==> src/rtl/core/tpq_pkg.sv <==
// Shared constants, command and status codes, and control structs for the two-class FIFO.
package tpq_pkg;

    // Queue geometry
    localparam int QUEUE_DEPTH = 16;
    localparam int ID_BITS     = 16;
    localparam int CNT_W       = $clog2(QUEUE_DEPTH + 1);

    // Fixed field widths on the stream ports
    localparam int CMD_W       = 2;
    localparam int ID_W        = 16;
    localparam int STATUS_W    = 2;
    localparam int COUNT_W     = 5;
    localparam int S_TDATA_W   = 24;
    localparam int M_TDATA_W   = 32;

    // Command codes; code 3 is unused and ignored
    typedef enum logic [CMD_W-1:0] {
        CMD_PUSH    = 2'd0,
        CMD_POP_ANY = 2'd1,
        CMD_POP_ORD = 2'd2
    } cmd_t;

    // Result status codes
    typedef enum logic [STATUS_W-1:0] {
        ST_OK    = 2'd0,
        ST_EMPTY = 2'd1,
        ST_FULL  = 2'd2
    } status_t;

    // Per-queue command from the decoder
    typedef struct packed {
        logic push;
        logic pop;
    } tpq_ctrl_t;

    // Per-queue status back to the decoder
    typedef struct packed {
        logic empty;
        logic full;
    } tpq_flags_t;

endpackage

==> src/rtl/core/tpq_cell.sv <==
// One storage cell of the shifting queue chain.
module tpq_cell
    import tpq_pkg::*;
(
    input  logic               aclk,
    input  logic               shift_en,   // take the neighbor's word (pop)
    input  logic               load_en,    // take the pushed word
    input  logic [ID_BITS-1:0] load_data,
    input  logic [ID_BITS-1:0] next_data,  // word held by the cell behind
    output logic [ID_BITS-1:0] data
);

    logic [ID_BITS-1:0] data_reg;
    logic [ID_BITS-1:0] data_next;

    // Pop shifts toward the head; push loads the first free cell
    always_comb begin
        data_next = data_reg;
        if (shift_en) begin
            data_next = next_data;
        end else if (load_en) begin
            data_next = load_data;
        end
    end

    always_ff @(posedge aclk) begin
        data_reg <= data_next;
    end

    assign data = data_reg;

endmodule

==> src/rtl/core/tpq_queue.sv <==
// One FIFO built as a chain of cells with the head in cell 0 and a fill counter.
module tpq_queue
    import tpq_pkg::*;
(
    input  logic               aclk,
    input  logic               aresetn,
    input  tpq_ctrl_t          ctrl,
    input  logic [ID_BITS-1:0] push_data,
    output logic [ID_BITS-1:0] head_data,
    output tpq_flags_t         flags,
    output logic [CNT_W-1:0]   fill,
    output logic [CNT_W-1:0]   fill_after
);

    logic [CNT_W-1:0]   fill_reg;
    logic [CNT_W-1:0]   fill_next;
    logic [ID_BITS-1:0] cell_data [QUEUE_DEPTH];

    // Cell chain: cell i hands its word to cell i-1 on a pop
    for (genvar i = 0; i < QUEUE_DEPTH; i++) begin : g_cell
        logic [ID_BITS-1:0] behind;
        if (i == QUEUE_DEPTH - 1) begin : g_tail
            assign behind = '0;
        end else begin : g_mid
            assign behind = cell_data[i+1];
        end
        tpq_cell u_cell (
            .aclk      (aclk),
            .shift_en  (ctrl.pop),
            .load_en   (ctrl.push && (fill_reg == CNT_W'(i))),
            .load_data (push_data),
            .next_data (behind),
            .data      (cell_data[i])
        );
    end

    // Fill count; push and pop never come together
    always_comb begin
        fill_next = fill_reg;
        if (ctrl.push) begin
            fill_next = fill_reg + 1'b1;
        end else if (ctrl.pop) begin
            fill_next = fill_reg - 1'b1;
        end
    end

    always_ff @(posedge aclk) begin
        if (!aresetn) begin
            fill_reg <= '0;
        end else begin
            fill_reg <= fill_next;
        end
    end

    assign head_data   = cell_data[0];
    assign flags.empty = (fill_reg == '0);
    assign flags.full  = (fill_reg == CNT_W'(QUEUE_DEPTH));
    assign fill        = fill_reg;
    assign fill_after  = fill_next;

endmodule

==> src/rtl/core/two_class_priority_fifo_unit.sv <==
// Top level of the strict-priority two-queue client FIFO.
//
// Two 16-deep FIFOs of client IDs, each a chain of cells with the head in the first cell: a pop
// shifts the whole chain one cell toward the head, a push writes the first free cell. Every
// command word yields one result word, registered in the cycle after acceptance, and a new command
// is taken every cycle while the result register is free or being drained in that same cycle, so
// the sustained rate is one word per clock. Command
// 1 pops the priority queue first and falls back to the ordinary queue; command 2 pops the
// ordinary queue only; a push into a full queue is dropped with status full; code 3 is ignored.
// Both fill counts after the step ride along with every result. Queues are empty after reset.
module two_class_priority_fifo_unit
    import tpq_pkg::*;
(
    input  logic                 aclk,
    input  logic                 aresetn,
    input  logic                 s_tvalid,
    output logic                 s_tready,
    input  logic [S_TDATA_W-1:0] s_tdata,  // cmd[1:0], client_id[17:2], zero pad
    input  logic [0:0]           s_tuser,  // is_priority[0]
    output logic                 m_tvalid,
    input  logic                 m_tready,
    output logic [M_TDATA_W-1:0] m_tdata,  // status[1:0], popped_id[17:2],
                                           // priority_count[22:18], ordinary_count[27:23], pad
    output logic [0:0]           m_tuser   // popped_priority[0]
);

    logic               s_accept;
    cmd_t               cmd;
    logic [ID_W-1:0]    client_id;
    logic               is_priority;

    tpq_ctrl_t          prio_ctrl, ord_ctrl;
    tpq_flags_t         prio_flags, ord_flags;
    logic [ID_BITS-1:0] prio_head, ord_head;
    logic [CNT_W-1:0]   prio_fill, ord_fill;
    logic [CNT_W-1:0]   prio_after, ord_after;

    status_t            status;
    logic [ID_W-1:0]    popped_id;
    logic               popped_priority;

    logic                 m_tvalid_reg, m_tvalid_next;
    logic [M_TDATA_W-1:0] m_tdata_reg, m_tdata_next;
    logic                 m_tuser_reg, m_tuser_next;

    // Input word fields
    assign s_tready    = !m_tvalid_reg || m_tready;
    assign s_accept    = s_tvalid && s_tready;
    assign cmd         = cmd_t'(s_tdata[CMD_W-1:0]);
    assign client_id   = s_tdata[CMD_W+ID_W-1:CMD_W];
    assign is_priority = s_tuser[0];

    // Command decode against the queue flags
    always_comb begin
        prio_ctrl       = '0;
        ord_ctrl        = '0;
        status          = ST_OK;
        popped_id       = '0;
        popped_priority = 1'b0;
        unique case (cmd)
            CMD_PUSH: begin
                if (is_priority) begin
                    if (prio_flags.full) status = ST_FULL;
                    else                 prio_ctrl.push = s_accept;
                end else begin
                    if (ord_flags.full) status = ST_FULL;
                    else                ord_ctrl.push = s_accept;
                end
            end
            CMD_POP_ANY: begin
                if (!prio_flags.empty) begin
                    prio_ctrl.pop   = s_accept;
                    popped_id       = ID_W'(prio_head);
                    popped_priority = 1'b1;
                end else if (!ord_flags.empty) begin
                    ord_ctrl.pop = s_accept;
                    popped_id    = ID_W'(ord_head);
                end else begin
                    status = ST_EMPTY;
                end
            end
            CMD_POP_ORD: begin
                if (!ord_flags.empty) begin
                    ord_ctrl.pop = s_accept;
                    popped_id    = ID_W'(ord_head);
                end else begin
                    status = ST_EMPTY;
                end
            end
            default: begin
            end
        endcase
    end

    tpq_queue u_prio_q (
        .aclk       (aclk),
        .aresetn    (aresetn),
        .ctrl       (prio_ctrl),
        .push_data  (ID_BITS'(client_id)),
        .head_data  (prio_head),
        .flags      (prio_flags),
        .fill       (prio_fill),
        .fill_after (prio_after)
    );

    tpq_queue u_ord_q (
        .aclk       (aclk),
        .aresetn    (aresetn),
        .ctrl       (ord_ctrl),
        .push_data  (ID_BITS'(client_id)),
        .head_data  (ord_head),
        .flags      (ord_flags),
        .fill       (ord_fill),
        .fill_after (ord_after)
    );

    // Result register
    always_comb begin
        m_tvalid_next = m_tvalid_reg && !m_tready;
        m_tdata_next  = m_tdata_reg;
        m_tuser_next  = m_tuser_reg;
        if (s_accept) begin
            m_tvalid_next = 1'b1;
            m_tdata_next  = M_TDATA_W'({COUNT_W'(ord_after), COUNT_W'(prio_after),
                                        popped_id, status});
            m_tuser_next  = popped_priority;
        end
    end

    always_ff @(posedge aclk) begin
        if (!aresetn) begin
            m_tvalid_reg <= 1'b0;
        end else begin
            m_tvalid_reg <= m_tvalid_next;
        end
        m_tdata_reg <= m_tdata_next;
        m_tuser_reg <= m_tuser_next;
    end

    assign m_tvalid   = m_tvalid_reg;
    assign m_tdata    = m_tdata_reg;
    assign m_tuser[0] = m_tuser_reg;

    // Reported counts match the queues right after the step
    a_count_match: assert property (@(posedge aclk) disable iff (!aresetn)
        s_accept |=> (m_tdata_reg[22:18] == COUNT_W'(prio_fill))
                  && (m_tdata_reg[27:23] == COUNT_W'(ord_fill)))
        else $error("reported counts disagree with queue fill");

    // A fill never exceeds the queue depth
    a_fill_bound: assert property (@(posedge aclk) disable iff (!aresetn)
        (prio_fill <= CNT_W'(QUEUE_DEPTH)) && (ord_fill <= CNT_W'(QUEUE_DEPTH)))
        else $error("queue fill beyond depth");

    // A failed result carries no ID and no priority flag
    a_fail_clean: assert property (@(posedge aclk) disable iff (!aresetn)
        (s_accept && (status != ST_OK)) |=> (m_tdata_reg[17:2] == '0) && !m_tuser_reg)
        else $error("failed step reports a popped client");

    // A successful priority-first pop only falls back when the priority queue is empty
    a_strict_prio: assert property (@(posedge aclk) disable iff (!aresetn)
        (s_accept && (cmd == CMD_POP_ANY) && !prio_flags.empty) |-> prio_ctrl.pop && !ord_ctrl.pop)
        else $error("priority queue bypassed while not empty");

endmodule
==> config.mk <==
export PLATFORM = sky130hd
export DESIGN_NAME = two_class_priority_fifo_unit
export DESIGN_NICKNAME = d
export VERILOG_FILES = /design/src/rtl/core/tpq_pkg.sv /design/src/rtl/core/tpq_cell.sv /design/src/rtl/core/tpq_queue.sv /design/src/rtl/core/two_class_priority_fifo_unit.sv
export SDC_FILE = /design/constraint.sdc
export NUM_CORES = 1
export LEC_CHECK = 0
export BUFFER_PORTS_ARGS = -buffer_cell sky130_fd_sc_hd__buf_2
export CAP_MARGIN = 20
export CORE_ASPECT_RATIO = 1.25
export CORE_UTILIZATION = 67
export CTS_CLUSTER_SIZE = 14
export DETAILED_ROUTE_END_ITERATION = 6
export HOLD_SLACK_MARGIN = 0.1
export PLACE_DENSITY = 0.91
export SYNTH_ARGS = -nofsm -noshare
export SYNTH_HDL_FRONTEND = slang
export SYNTH_SLANG_ARGS = --single-unit
export TNS_END_PERCENT = 30
==> constraint.sdc <==
create_clock -name aclk -period 5.4 [get_ports aclk]
set_input_delay 0.27 -clock aclk [delete_from_list [all_inputs] [get_ports aclk]]
set_output_delay 0.27 -clock aclk [all_outputs]
set_load 0.1 [all_outputs]
==> results.txt <==
die height - 207 µm
CP arrival - 3.74 ns
critical path class - reg2reg
power density cells - 360 nW/µm²
FMAX - 293 MHz
# clock sinks - 552
failing checks - DRC
Worst Hold End - m_tdata[1]
Slew @ Worst Pin - 1.16 ns
Slew Limit Fails - 0
# fillers - 1734
worst hold path type - in2reg
# rows - 74
unrepaired setup endpoints after global routing - false
Crit Reg-Reg Endpoint - u_ord_q.g_cell[8].u_cell.data[8]
Tot GR Track Use - 0.270
Reg clk slew, reported paths - 0.06 ns
final wirelength - 45.8 mm
Initial Util - 0.685
final setup fails - 0
synthesized area - 22500 µm²
Setup TNS - 0 ns
Ports - 64
CTS Hold Bufs - 18
max-cap viol count - 0
Mapped Cells - 1503
P&R area growth vs syn - 8.96%
gpl congestion - 0.927
status - complete, but fails checks
first-pass GRT wire length - 70.3 mm
Post-DP Area - 22800 µm²
vias - 12700
ratio of cells with drive above 1 in the final layout - 0.109
Die ar. - 34300 µm²
Seq/Total Area, Yosys - 0.717
nature of the critical path startpoint - register
Reg2Reg Setup Slack - 1.99 ns
total grt overflow - 0
Critical Path RT - 5.72 ns
H-tree levels - 2
Critical Path Fanout Max - 32
clock root buffer - clkbuf_16
initial antenna violation count - 0
Worst Skew - 0.0187 ns
Pleak - 10.4 nW
antenna cell count - 0
per-cell routed wire length - 23.2 µm
IO buf count - 53
Worst-Skew Late Latency - 0.59 ns
hold path depth - 3
Hold Slack - 0.193 ns
total CTS buffers - 49
critical path startpoint - u_prio_q.fill[0]
number of global-route vias before repair - 12700
YS warnings - 0
final layout net count - 1562
worst hold start - s_tdata[1]
maximum root-to-sink buffer count - 3
Final Hold Fails - 0
syn_area_per_cell - 15.0 µm²
pin count of the biggest net entering global routing - 258
Synth cell types - 53
Worst Reg2Reg Path Length in Cells - 8
min cycle time layout - 3.41 ns
CTS tree - built
Max VDD drop - 0.312 mV
Yosys reg bits - 552
Die Wd - 166 µm
Slew HR - 0.230
number of remaining DRC errors - 8
Gates resized, CTS repair - 0
hpwl dp - 27.0 mm
Initial DRT Pass Iterations - 7
Post-CTS Setup Bufs - 0
DR iter-0 viols - 1459
fin crit share - 0.632
Critical Path End Type - register
Antenna Nets Post-Route - 0
Placeable Area - 32900 µm²
final instance area - 24500 µm²
worst r2r src - u_prio_q.fill[0]
vias per inst - 6.45
-- stage by stage --
step                utilization  instances  worst slack, ns  total power, mW
finish                    0.746       1974             1.99             8.83
global route              0.746       1974             1.81             9.07
detailed placement        0.693       1865             2.01             5.49
global placement          0.693       1865             2.14             5.44
CTS                       0.746       1973             1.98             8.87
floorplan                     -       1506             1.59             5.37
-- logic make-up (layout without fill, tap and decap cells) --
group / after synthesis / count (layout) / synth area share
AOI/OAI and AO/OA: 574 / 574 / 0.185
muxes: 4 / 4 / 0.00178
adders and majority gates: 16 / 16 / 0.00889
xor gates and xnor gates: 6 / 6 / 0.00233
buffers and inverters: 159 / 209 / 0.0386
and+or+nand+nor: 191 / 191 / 0.0462
DFF: 552 / 552 / 0.717
other: 1 / 4 / 0.000167
-- synthesized netlist by cell type (all sizes together) --
master	number	area [µm²]
a2111oi	1	8.76
a211o	1	8.76
a211oi	2	20.0
a21boi	1	7.51
a21o	480	3600
a21oi	36	180
a221o	1	10.0
a22oi	16	120
a32oi	1	8.76
and2	43	269
and3	3	18.8
and4	1	8.76
and4bb	2	25.0
buf	99	643
clkbuf	48	180
clkinv	1	3.75
conb	1	3.75
dfxtp	43	861
edfxtp	509	15300
ha	16	200
inv	11	41.3
mux2i	4	40.0
nand2	86	325
nand2b	5	31.3
nand3	4	20.0
nand3b	1	7.51
nor2	7	26.3
nor2b	17	106
nor3	3	20.0
nor3b	2	15.0
nor4	4	31.3
nor4b	4	71.3
o21ai	31	155
o311ai	2	17.5
o31a	1	8.76
o41a	1	11.3
or2	2	12.5
or3	4	25.0
or3b	1	8.76
or4	1	7.51
or4b	1	10.0
xnor2	6	52.6
-- worst max-delay path, cell delays in order, from the launching register on --
cell,delay [ns]
dfxtp_1,0.37
inv_1,0.15
ha_1,0.23
or4b_1,0.50
a211oi_2,0.24
buf_4,0.27
nand2_2,0.42
and2_1,0.63
a21o_1,0.32
-- layout by cell type (no fill, tap or decap), types with 16 or more instances in the layout --
master,n
edfxtp_1,509
a21o_1,480
nand2_1,85
buf_2,53
clkbuf_16,49
dfxtp_1,43
and2_1,39
a21oi_1,36
buf_4,33
o21ai_1,29
clkbuf_1,20
dlygate4sd3_1,18
nor2b_1,17
a22oi_1,16
ha_1,16
-- worst max path at each step --
stage,end,slack (ns),cells after the start
after global placement,u_ord_q.g_cell[15].u_cell.data[0],2.14,7
after detailed placement,u_ord_q.g_cell[15].u_cell.data[6],2.01,7
after floorplan,u_ord_q.g_cell[12].u_cell.data[0],1.59,8
after global routing,u_ord_q.g_cell[8].u_cell.data[8],1.81,8
after CTS,u_ord_q.g_cell[15].u_cell.data[6],1.98,7
final,u_ord_q.g_cell[8].u_cell.data[8],1.99,8
-- layout make-up --
cell class / instances / area, µm² / share of cell area
Clock buffer: 77 / 1410 / 0.0575
Clock inverter: 13 / 140 / 0.00571
Inverter: 12 / 45.0 / 0.00184
Multi-Input combinational cell: 795 / 5520 / 0.225
Sequential cell: 552 / 16100 / 0.658
Tap cell: 418 / 523 / 0.0213
Timing Repair Buffer: 107 / 741 / 0.0302
-- per-layer routing --
metal  part of all wire  up-vias  global-route usage
met3              0.079      142              0.0501
met4              0.053        0               0.162
met5                  0        -                   0
met1               0.37     6262               0.326
li1                   -     5615                   -
met2               0.50      719               0.460
-- where the power goes --
| group | total, mW | internal, mW | switching (mW) |
|---|---|---|---|
| logic | 0.634 | 0.209 | 0.424 |
| clock network | 3.39 | 1.90 | 1.49 |
| registers | 4.80 | 4.77 | 0.0328 |
No activity file was read; power rests on OpenSTA's default activity.
